$ cat src/sv/tpq_pkg.sv
// Shared constants and controller/datapath command and status types for the touch qualifier.
`default_nettype none

package tpq_pkg;

	localparam int RAW_W   = 16;
	localparam int CODE_W  = 12;
	localparam int CFG_W   = 12;
	localparam int CNT_W   = 8;
	localparam int READS_W = 9;
	localparam int ACC_W   = 32;
	localparam int STEP_W  = 5;
	localparam int POS_W   = 13;

	localparam logic [CODE_W-1:0]  CODE_MAX    = 12'hFFF;
	localparam logic [ACC_W-1:0]   ROUND_HALF  = 32'd2047;
	localparam int                 RT_SHIFT    = 12;
	localparam logic [STEP_W-1:0]  DIV_LAST    = 5'd31;

	localparam logic [CNT_W-1:0]   IGNORE_RST  = 8'd0;
	localparam logic [CNT_W-1:0]   PER_RST     = 8'd1;
	localparam logic [CODE_W-1:0]  PLATE_RST   = 12'd180;

	typedef enum logic [1:0] {
		REG_IGNORE = 2'd0,
		REG_PER    = 2'd1,
		REG_PLATE  = 2'd2,
		REG_NONE   = 2'd3
	} reg_idx_t;

	typedef struct packed {
		logic load;       // capture input item
		logic mul;        // run the shared multiplier into the accumulator
		logic mul_plate;  // second product: accumulator times plate factor
		logic div_step;   // one restoring divide step
		logic retire;     // close the item, update window and stylus state
	} dp_cmd_t;

	typedef struct packed {
		logic div_last;
		logic emit;
	} dp_sts_t;

endpackage

`default_nettype wire

$ cat src/sv/tpq_if.sv
// Handshake interfaces for touch input items and qualified result items.
`default_nettype none

interface tpq_in_if;
	logic        valid;
	logic        ready;
	logic [15:0] raw_y;
	logic [15:0] raw_x;
	logic [15:0] raw_z1;
	logic [15:0] raw_z2;

	modport source (output valid, raw_y, raw_x, raw_z1, raw_z2, input ready);
	modport sink   (input valid, raw_y, raw_x, raw_z1, raw_z2, output ready);
endinterface

interface tpq_out_if;
	logic               valid;
	logic               ready;
	logic signed [12:0] pos_x;
	logic signed [12:0] pos_y;
	logic        [11:0] pressure;
	logic               touch_valid;
	logic               was_down;

	modport source (output valid, pos_x, pos_y, pressure, touch_valid, was_down,
		input ready);
	modport sink   (input valid, pos_x, pos_y, pressure, touch_valid, was_down,
		output ready);
endinterface

`default_nettype wire

$ cat src/sv/touch_pressure_qualifier.sv
// Each input item is loaded, run through two products and the divide, then retired, when its
// result item is registered. A new input item is taken only once the last one has retired.
// The 32-step restoring divider follows the two products on the shared 32x12 multiplier; a
// result still held by the sink holds the item at retirement. An item whose window is not yet
// used up and whose pressure overflows 12 bits gives no result. Reset clears the state machine,
// read count, stylus state and output valid; loads register defaults; there is no clearing pass.
`default_nettype none

module touch_pressure_qualifier import tpq_pkg::*; (
	input  logic             clk,
	input  logic             arst_n,
	input  logic             cfg_write,
	input  logic [1:0]       cfg_index,
	input  logic [CFG_W-1:0] cfg_data,
	tpq_in_if.sink           sample,
	tpq_out_if.source        result
);

	dp_cmd_t cmd;
	dp_sts_t sts;

	tpq_ctrl u_ctrl (
		.clk       (clk),
		.arst_n    (arst_n),
		.in_valid  (sample.valid),
		.in_ready  (sample.ready),
		.out_valid (result.valid),
		.out_ready (result.ready),
		.sts       (sts),
		.cmd       (cmd)
	);

	tpq_dp u_dp (
		.clk         (clk),
		.arst_n      (arst_n),
		.cfg_write   (cfg_write),
		.cfg_index   (cfg_index),
		.cfg_data    (cfg_data),
		.raw_y       (sample.raw_y),
		.raw_x       (sample.raw_x),
		.raw_z1      (sample.raw_z1),
		.raw_z2      (sample.raw_z2),
		.cmd         (cmd),
		.sts         (sts),
		.pos_x       (result.pos_x),
		.pos_y       (result.pos_y),
		.pressure    (result.pressure),
		.touch_valid (result.touch_valid),
		.was_down    (result.was_down)
	);

endmodule

`default_nettype wire

$ cat src/sv/tpq_dp.sv
// Datapath: config registers, shared multiplier, restoring divider, window and result registers.
`default_nettype none

module tpq_dp import tpq_pkg::*; (
	input  logic                     clk,
	input  logic                     arst_n,
	input  logic                     cfg_write,
	input  logic [1:0]               cfg_index,
	input  logic [CFG_W-1:0]         cfg_data,
	input  logic [RAW_W-1:0]         raw_y,
	input  logic [RAW_W-1:0]         raw_x,
	input  logic [RAW_W-1:0]         raw_z1,
	input  logic [RAW_W-1:0]         raw_z2,
	input  dp_cmd_t                  cmd,
	output dp_sts_t                  sts,
	output logic signed [POS_W-1:0]  pos_x,
	output logic signed [POS_W-1:0]  pos_y,
	output logic [CODE_W-1:0]        pressure,
	output logic                     touch_valid,
	output logic                     was_down
);

	logic [CNT_W-1:0]   ignore_q, per_q;
	logic [CODE_W-1:0]  plate_q;
	logic [CODE_W-1:0]  y_q, x_q, z1_q, z2_q;
	logic [ACC_W-1:0]   acc_q;
	logic [CODE_W-1:0]  rem_q;
	logic [STEP_W-1:0]  step_q;
	logic [READS_W-1:0] reads_q;
	logic               down_q;
	logic [POS_W-1:0]   pos_x_q, pos_y_q;
	logic [CODE_W-1:0]  pressure_q;
	logic               touch_valid_q, was_down_q;

	logic [CODE_W-1:0]  x_code;
	logic [ACC_W-1:0]   diff, mul_a, mul_p;
	logic [CODE_W-1:0]  mul_b;
	logic [CODE_W:0]    rem_shift;
	logic               q_bit;
	logic [ACC_W-1:0]   rt_sum;
	logic [ACC_W-RT_SHIFT-1:0] rt;
	logic               rt_big, valid;
	logic [READS_W-1:0] reads_next, window_raw, window;

	// An x code at full scale means no contact on the x plate.
	assign x_code = (raw_x[RAW_W-1:4] == CODE_MAX) ? '0 : raw_x[RAW_W-1:4];

	assign diff  = {{(ACC_W-CODE_W){1'b0}}, z2_q} - {{(ACC_W-CODE_W){1'b0}}, z1_q};
	assign mul_a = cmd.mul_plate ? acc_q : diff;
	assign mul_b = cmd.mul_plate ? plate_q : x_q;
	assign mul_p = mul_a * {{(ACC_W-CODE_W){1'b0}}, mul_b};

	assign rem_shift = {rem_q, acc_q[ACC_W-1]};
	assign q_bit     = (rem_shift >= {1'b0, z1_q});

	assign rt_sum = acc_q + ROUND_HALF;
	assign rt     = (x_q == '0 || z1_q == '0) ? '0 : rt_sum[ACC_W-1:RT_SHIFT];
	assign rt_big = |rt[ACC_W-RT_SHIFT-1:CODE_W];
	assign valid  = !rt_big && (rt != '0);

	assign reads_next = reads_q + 9'd1;
	assign window_raw = {1'b0, ignore_q} + {1'b0, per_q};
	assign window     = (window_raw == '0) ? 9'd1 : window_raw;

	assign sts.div_last = (step_q == DIV_LAST);
	assign sts.emit     = !rt_big || (reads_next >= window);

	always_ff @(posedge clk or negedge arst_n) begin
		if (!arst_n) begin
			ignore_q <= IGNORE_RST;
			per_q    <= PER_RST;
			plate_q  <= PLATE_RST;
		end else if (cfg_write) begin
			unique case (reg_idx_t'(cfg_index))
				REG_IGNORE: ignore_q <= cfg_data[CNT_W-1:0];
				REG_PER:    per_q    <= cfg_data[CNT_W-1:0];
				REG_PLATE:  plate_q  <= cfg_data[CODE_W-1:0];
				default:    ;
			endcase
		end
	end

	always_ff @(posedge clk) begin
		if (cmd.load) begin
			y_q    <= raw_y[RAW_W-1:4];
			x_q    <= x_code;
			z1_q   <= raw_z1[RAW_W-1:4];
			z2_q   <= raw_z2[RAW_W-1:4];
			rem_q  <= '0;
			step_q <= '0;
		end else if (cmd.mul) begin
			acc_q <= mul_p;
		end else if (cmd.div_step) begin
			rem_q  <= q_bit ? CODE_W'(rem_shift - {1'b0, z1_q}) : rem_shift[CODE_W-1:0];
			acc_q  <= {acc_q[ACC_W-2:0], q_bit};
			step_q <= step_q + 5'd1;
		end
	end

	always_ff @(posedge clk or negedge arst_n) begin
		if (!arst_n) begin
			reads_q <= '0;
			down_q  <= 1'b0;
		end else if (cmd.retire) begin
			reads_q <= sts.emit ? '0 : reads_next;
			if (sts.emit) begin
				down_q <= valid;
			end
		end
	end

	always_ff @(posedge clk) begin
		if (cmd.retire && sts.emit) begin
			was_down_q    <= down_q;
			touch_valid_q <= valid;
			pos_x_q       <= valid ? {1'b0, x_q} : '1;
			pos_y_q       <= valid ? {1'b0, y_q} : '1;
			pressure_q    <= valid ? rt[CODE_W-1:0] : '0;
		end
	end

	assign pos_x       = pos_x_q;
	assign pos_y       = pos_y_q;
	assign pressure    = pressure_q;
	assign touch_valid = touch_valid_q;
	assign was_down    = was_down_q;

endmodule

`default_nettype wire

$ cat src/sv/tpq_ctrl.sv
// Controller: sequences load, two products, the divide and retirement; owns the handshakes.
`default_nettype none

module tpq_ctrl import tpq_pkg::*; (
	input  logic    clk,
	input  logic    arst_n,
	input  logic    in_valid,
	output logic    in_ready,
	output logic    out_valid,
	input  logic    out_ready,
	input  dp_sts_t sts,
	output dp_cmd_t cmd
);

	typedef enum logic [4:0] {
		ST_IDLE = 5'b00001,
		ST_MUL1 = 5'b00010,
		ST_MUL2 = 5'b00100,
		ST_DIV  = 5'b01000,
		ST_FIN  = 5'b10000
	} state_t;

	state_t state_q, state_d;
	logic   out_valid_q;
	logic   out_free;

	assign in_ready  = (state_q == ST_IDLE);
	assign out_valid = out_valid_q;
	assign out_free  = !out_valid_q || out_ready;

	always_comb begin
		state_d = state_q;
		cmd     = '0;
		unique case (state_q)
			ST_IDLE: begin
				if (in_valid) begin
					cmd.load = 1'b1;
					state_d  = ST_MUL1;
				end
			end
			ST_MUL1: begin
				cmd.mul = 1'b1;
				state_d = ST_MUL2;
			end
			ST_MUL2: begin
				cmd.mul       = 1'b1;
				cmd.mul_plate = 1'b1;
				state_d       = ST_DIV;
			end
			ST_DIV: begin
				cmd.div_step = 1'b1;
				if (sts.div_last) begin
					state_d = ST_FIN;
				end
			end
			ST_FIN: begin
				// hold while a result is due and the output register is still full
				if (!sts.emit || out_free) begin
					cmd.retire = 1'b1;
					state_d    = ST_IDLE;
				end
			end
			default: state_d = ST_IDLE;
		endcase
	end

	always_ff @(posedge clk or negedge arst_n) begin
		if (!arst_n) begin
			state_q     <= ST_IDLE;
			out_valid_q <= 1'b0;
		end else begin
			state_q <= state_d;
			if (cmd.retire && sts.emit) begin
				out_valid_q <= 1'b1;
			end else if (out_ready) begin
				out_valid_q <= 1'b0;
			end
		end
	end

endmodule

`default_nettype wire
$ cat src/flat_wrapper.sv
// flat-port wrapper written by rule: the top's interface ports become plain ports
module touch_pressure_qualifier_flat import tpq_pkg::*;
  (clk, arst_n, cfg_write, cfg_index, cfg_data, sample_valid, sample_raw_y, sample_raw_x, sample_raw_z1, sample_raw_z2, sample_ready, result_valid, result_pos_x, result_pos_y, result_pressure, result_touch_valid, result_was_down, result_ready);
  tpq_in_if sample_i ();
  tpq_out_if result_i ();
  input  logic clk;
  input  logic arst_n;
  input  logic cfg_write;
  input  logic [1:0] cfg_index;
  input  logic [CFG_W-1:0] cfg_data;
  input wire logic [$bits(sample_i.valid)-1:0] sample_valid;
  input wire logic [$bits(sample_i.raw_y)-1:0] sample_raw_y;
  input wire logic [$bits(sample_i.raw_x)-1:0] sample_raw_x;
  input wire logic [$bits(sample_i.raw_z1)-1:0] sample_raw_z1;
  input wire logic [$bits(sample_i.raw_z2)-1:0] sample_raw_z2;
  output wire logic [$bits(sample_i.ready)-1:0] sample_ready;
  output wire logic [$bits(result_i.valid)-1:0] result_valid;
  output wire logic [$bits(result_i.pos_x)-1:0] result_pos_x;
  output wire logic [$bits(result_i.pos_y)-1:0] result_pos_y;
  output wire logic [$bits(result_i.pressure)-1:0] result_pressure;
  output wire logic [$bits(result_i.touch_valid)-1:0] result_touch_valid;
  output wire logic [$bits(result_i.was_down)-1:0] result_was_down;
  input wire logic [$bits(result_i.ready)-1:0] result_ready;
  assign sample_i.valid = sample_valid;
  assign sample_i.raw_y = sample_raw_y;
  assign sample_i.raw_x = sample_raw_x;
  assign sample_i.raw_z1 = sample_raw_z1;
  assign sample_i.raw_z2 = sample_raw_z2;
  assign sample_ready = sample_i.ready;
  assign result_valid = result_i.valid;
  assign result_pos_x = result_i.pos_x;
  assign result_pos_y = result_i.pos_y;
  assign result_pressure = result_i.pressure;
  assign result_touch_valid = result_i.touch_valid;
  assign result_was_down = result_i.was_down;
  assign result_i.ready = result_ready;
  touch_pressure_qualifier u_core (.clk(clk), .arst_n(arst_n), .cfg_write(cfg_write), .cfg_index(cfg_index), .cfg_data(cfg_data), .sample(sample_i), .result(result_i));
endmodule
$ cat config.mk
export PLATFORM = sky130hd
export DESIGN_NAME = touch_pressure_qualifier_flat
export DESIGN_NICKNAME = d
export VERILOG_FILES = /design/src/sv/tpq_pkg.sv /design/src/sv/tpq_if.sv /design/src/sv/touch_pressure_qualifier.sv /design/src/sv/tpq_dp.sv /design/src/sv/tpq_ctrl.sv /design/src/flat_wrapper.sv
export SDC_FILE = /design/constraint.sdc
export NUM_CORES = 1
export LEC_CHECK = 0
export BUFFER_PORTS_ARGS = -buffer_cell sky130_fd_sc_hd__buf_2
export CORE_AREA = 2 2 253 255
export DETAILED_ROUTE_END_ITERATION = 7
export DIE_AREA = 0 0 255 257
export SETUP_SLACK_MARGIN = 0.1
export SKIP_LAST_GASP = 1
export SLEW_MARGIN = 10
export SYNTH_ARGS = -nofsm -noshare
export SYNTH_HDL_FRONTEND = slang
export SYNTH_SLANG_ARGS = --single-unit
$ cat constraint.sdc
create_clock -name clk -period 6.8 [get_ports clk]
set_input_delay 1.36 -clock clk [delete_from_list [all_inputs] [get_ports clk]]
set_output_delay 1.36 -clock clk [all_outputs]
set_load 0.05 [all_outputs]
# == Word level (Yosys, flattened, before mapping) ==
# Cells that the tools add are included.
# Widths: inputs -> output; s select.
# op_classes
addsub,6
reduce_logical,25
mux,23
n_eq_ne,12
magnitude_cmp,2
n_bitwise,2
n_mul,1
# ops
operator,n
$mux 32,3
$add 32x11->32 const B,1
$mul 32x12->32,1
$mux 13,2
$pmux 5 s5,1
$logic_not 12->1,2
$mux 12,2
$mux 20,1
$reduce_bool 20->1,1
$mux 9,2
$mux 5,3
$ge 13x12->1,1
$sub 12x12->13,1
$eq 12x12->1 const B,1
$reduce_and 2->1,6
$sub 12x12->12,1
$eq 5x5->1 const B,2
$add 8x8->9,1
$add 9x1->9 const B,1
$ge 9x9->1,1
$logic_not 9->1,1
$mux 1,9
$reduce_or 8->1,1
$add 5x1->5 const B,1
16 further kinds,25
# totals
out_inout_bits,42
reg_bits,181
elab_cells,92

# == Logic depth before layout (Yosys ltp) ==
# depth
word_depth,12
depth_mapped,35

# == Modules after synthesis ==
# Synthesis repeated with hierarchy kept, for this count alone.
# unflattened
cells_unflattened,2021
area_unflattened_um2,19114.6
# modules_own_cells
module,seq_area_each_um2,n_inst,area_each_um2,cells_per_inst
tpq_dp,4870.9,1,18707.9,1980
tpq_ctrl,151.4,1,406.6,41

# == Worst setup path before layout ==
# OpenSTA, ideal clock, no wires.
# synth_timing
path_kind,reg2reg
from,register u_core.u_ctrl.state_q[0]
to,"register u_core.u_dp.acc_q[23], data pin"
path_stages_with_launch,29
synth_period_minus_slack_ns,7.536
slack_ns,-0.736
arrival_time_ns,7.400
required_ns,6.664
cell_sequence,dfstp_2 or3_1 clkbuf_1 or2_1 buf_2 clkbuf_1 buf_1 nand2_1 nand2_1 clkbuf_1 nand2_1 fa_1 inv_1 fa_1 fa_1 inv_1 fa_1 inv_1 fa_1 ha_1 and2_1 or4_1 a41o_1 a22o_4 a31o_4 a41oi_4 o21bai_2 a2111oi_2 nand3b_1
# synth_between
elab_chain_cells,5
elab_cells_between_ends,9
# synth_lines
item,line,source
from (decl),tpq_ctrl.sv:23,"state_t state_q, state_d;"
from (signal assigned),tpq_ctrl.sv:72,state_q <= state_d;
$eq 5x3->1,tpq_ctrl.sv:34,unique case (state_q)
$mux 1,tpq_ctrl.sv:34,
$mux 32 or $mux 12 (tied branches),"tpq_dp.sv:49, tpq_dp.sv:50",
$mul 32x12->32,tpq_dp.sv:51,"assign mul_p = mul_a * {{(ACC_W-CODE_W){1'b0}}, mul_b};"
$mux 32 *,tpq_dp.sv:91,end else if (cmd.mul) begin
to (signal assigned),tpq_dp.sv:92,acc_q <= mul_p;
to (signal assigned),tpq_dp.sv:95,"acc_q <= {acc_q[ACC_W-2:0], q_bit};"
to (decl),tpq_dp.sv:26,logic [ACC_W-1:0] acc_q;
# Every way passes the cells marked *; elsewhere a longest branch is shown, timed or not.
# A chain may end at the register's enable or synchronous reset.

# == Worst setup path in the final report ==
# layout_timing
from,register u_core.u_dp.z1_q[1]
to,"register u_core.u_dp.acc_q[23], data pin"
# layout_between
elab_chain_cells,4
# layout_lines
item,line,source
from (decl),tpq_dp.sv:25,"logic [CODE_W-1:0] y_q, x_q, z1_q, z2_q;"
from (signal assigned),tpq_dp.sv:87,z1_q <= raw_z1[RAW_W-1:4];
$sub 12x12->13,tpq_dp.sv:48,"assign diff = {{(ACC_W-CODE_W){1'b0}}, z2_q} - {{(ACC_W-CODE_W){1'b0}}, z1_q};"
$mux 32,tpq_dp.sv:49,assign mul_a = cmd.mul_plate ? acc_q : diff;
$mul 32x12->32,tpq_dp.sv:51,
$mux 32,tpq_dp.sv:91,
# No other way between the ends.

==> run metrics <==
Mapped Area=around 19000 um^2; commonest non-fill, non-tap cell in the layout=nand2_1; WL/cell=~17 um; flop and latch count out of synthesis=180; Slew Limit Fails=0; NumNets Final=about 2.7k; Critical Path Start Type=flop; synth warn=0; placed cells=~3.1k; via count=about 15k; top cells by area, synth=fa_1 (26%), edfxtp_1 (19%), nand2_1 (7.7%), ha_1 (6.2%), inv_1 (6.1%); final setup fails=16; RSZ-0062 raised after global routing=yes; Routed Antenna Nets=0; synth-to-layout area growth=26.34%; IO Count=125; first-pass GRT wire length=86620 um; maxcap violations=0; Pre-Repair DR Iteration Count=7; H-Tree Depth=4; crit share post-route=107.5%; fill count=6215; Syn Inst Count=between 2k and 2.5k; failing checks=negative setup slack; die width=255 um; fmax=around 140 MHz; hold_buf cts=0; largest net degree at the start of global routing=66; number of port buffers=approximately 110; drt drc=0; die area=65540 um^2; initial core utilization=~30%; Reg clk slew, reported paths=~70 ps; Crit. End Element=flop; most frequent cells in the layout=nand2_1 (368), inv_1 (284), buf_4 (260), fa_1 (228), edfxtp_1 (119); Final WS setup=-512.9 ps; CTS Buf Count=17; routability congestion estimate=between 0.9 and 1; Critical Path AT=7620 ps; die height=about 260 um; number of global-route vias before repair=~16k; worst min-delay path class=flop to flop; setup TNS=-6185 ps; clock sinks=between 150 and 200; Post-Route WL=roughly 55000 um; Post-Syn Nets=between 2k and 2.5k; share of post-route cells with drive strength above 1=a little over a quarter; clock latency on the worst-skew pair=~450 ps; CTS tree=done; min Tclk post-route=approximately 7300 ps; WHS=448.0 ps; vias per cell=between 4 and 5; Post-synth ARST share=between 20% and 30%; Worst Path Required=7110 ps; gr usage total=about 17%; clock root buffer=clkbuf_16; First DRT Iteration DRCs=866; Fin. Hold Viols=0; Slew @ Worst Pin=approximately 1200 ps; most area-hungry cell type in the Yosys netlist=fa_1; number of synthesized flops with an enable pin=between 100 and 150; Worst path slowest cell=fa_1; Finished Layout Cells=3191; critical path class=flop to flop; Core ar.=~63000 um^2; skew final=~13 ps; crit-path most repeated cell=fa_1; status=finished with violations; crit-path max FO=5; Mean Syn Cell Area=slightly above 9 um^2; Overflow after GRT=0; FP Rows=slightly above 90; antenna violations before repair=1; Crit path largest cell delay=~520 ps; HPWL after DPL=between 40000 and 50000 um; Rel. slew slack=a little under a quarter; ys flop type=edfxtp_1; CTS max path bufs=2; post-synth top area share=around 26%; Seq/Total Area, Yosys=between 20% and 30%; Yosys cell types=80
[per-layer routing]
metal | track usage, % | vias to the layer above | wire [um]
met1 | 22.19 | 7604 | 23120
li1 | - | 7118 | -
met5 | 0 | - | 0
met2 | 28.68 | 457 | 26930
met4 | 6.075 | 0 | 1925
met3 | 2.893 | 104 | 3122
[repair_timing]
item                                    4_1_cts  5_1_grt
resized for setup                            58       78
buffers inserted                             18       15
pin swaps                                    57       65
endpoints found under the setup margin       19       20
cloned                                        1        1
[synthesized netlist by cell type (7+ instances only)]
library cell and number:
o31ai_1 12, nor4_1 11, o21ai_0 22, fa_1 242
xnor2_1 51, clkbuf_1 76, nand3_1 23, nor3_1 16
a21oi_1 68, o21a_1 12, nor2b_1 21, a31oi_1 8
a211oi_1 18, mux2_2 28, o211ai_1 7, nand2b_1 10
or2_1 30, edfxtp_1 119, ha_1 93, and2_1 39
dfxtp_1 17, nand2_1 382, nor2_1 104, and3_1 10
o21ai_1 49, inv_1 303, a21o_1 25, mux2i_1 16
dfrtp_1 38, nand4_1 22, xor2_1 30, a31o_1 7
nor3b_1 7
[critical path: cells and delay by family (launching register included)]
family / cells / cell delay [ps]
adder cells (fa/ha/maj): 7 / 2970
AND/OR/NAND/NOR: 3 / 460
multiplexers: 1 / 230
buffers and inverters: 9 / 740
AO/OA/AOI/OAI: 13 / 2360
flip-flops: 1 / 410
[cell families after synthesis]
| kind of cell | after synthesis | share of synthesized area (%) |
|---|---|---|
| adders and majority gates | 335 | 32.14 |
| and+or+nand+nor | 703 | 17.03 |
| AOI/OAI and AO/OA | 268 | 9.518 |
| muxes | 45 | 2.604 |
| DFF | 180 | 26.87 |
| buffers and inverters | 391 | 7.924 |
| xor gates and xnor gates | 82 | 3.915 |
[sequential cells by signal (all words and copies together), names as in the netlist, 8 cells and up]
register	flops
u_core.u_dp.z1_q	12
u_core.u_dp.y_q	12
u_core.u_dp.pressure	12
u_core.u_dp.z2_q	12
u_core.u_dp.rem_q	12
u_core.u_dp.per_q	8
u_core.u_dp.ignore_q	8
u_core.u_dp.x_q	12
u_core.u_dp.acc_q	32
u_core.u_dp.reads_q	9
u_core.u_dp.pos_x	13
u_core.u_dp.plate_q	12
u_core.u_dp.pos_y	12
[final timing paths]
path,endpoint,start,slack (ps),depth (start not counted)
max,u_core.u_dp.acc_q[23],u_core.u_dp.z1_q[1],-510,33
min,u_core.u_dp.was_down,u_core.u_dp.down_q,450,0
max reg2reg,u_core.u_dp.acc_q[23],u_core.u_dp.z1_q[1],-510,33
min reg2reg,u_core.u_dp.was_down,u_core.u_dp.down_q,450,0
max in group asynchronous,u_core.u_dp.down_q,arst_n,5120,1
min in group asynchronous,u_core.u_dp.plate_q[9],arst_n,1060,1
[layout make-up]
class | count | area [um^2] | share of cell area (%)
antenna | 1 | 2.502 | 0.01060
clock buffer | 19 | 432.9 | 1.833
clock inverter | 13 | 171.4 | 0.7258
inverter | 305 | 1147 | 4.858
multi-input combinational | 1433 | 12910 | 54.66
sequential | 180 | 5022 | 21.27
tap | 846 | 1059 | 4.482
timing repair buffer | 394 | 2873 | 12.16
[through the flow]
stage / cell area (um^2) / worst slack (ps) / utilization [%]
after global placement: 22170 / -528.6 / 35.33
after detailed placement: 22170 / -637.4 / 35.33
after floorplan: 18970 / -315.2 / -
after global routing: 23620 / -805.5 / 37.65
after CTS: 23170 / -474.0 / 36.93
final: 23620 / -512.9 / 37.65
Power is not shown: default switching activity piles up to over one toggle a cycle in this logic, so the estimate is an artifact.
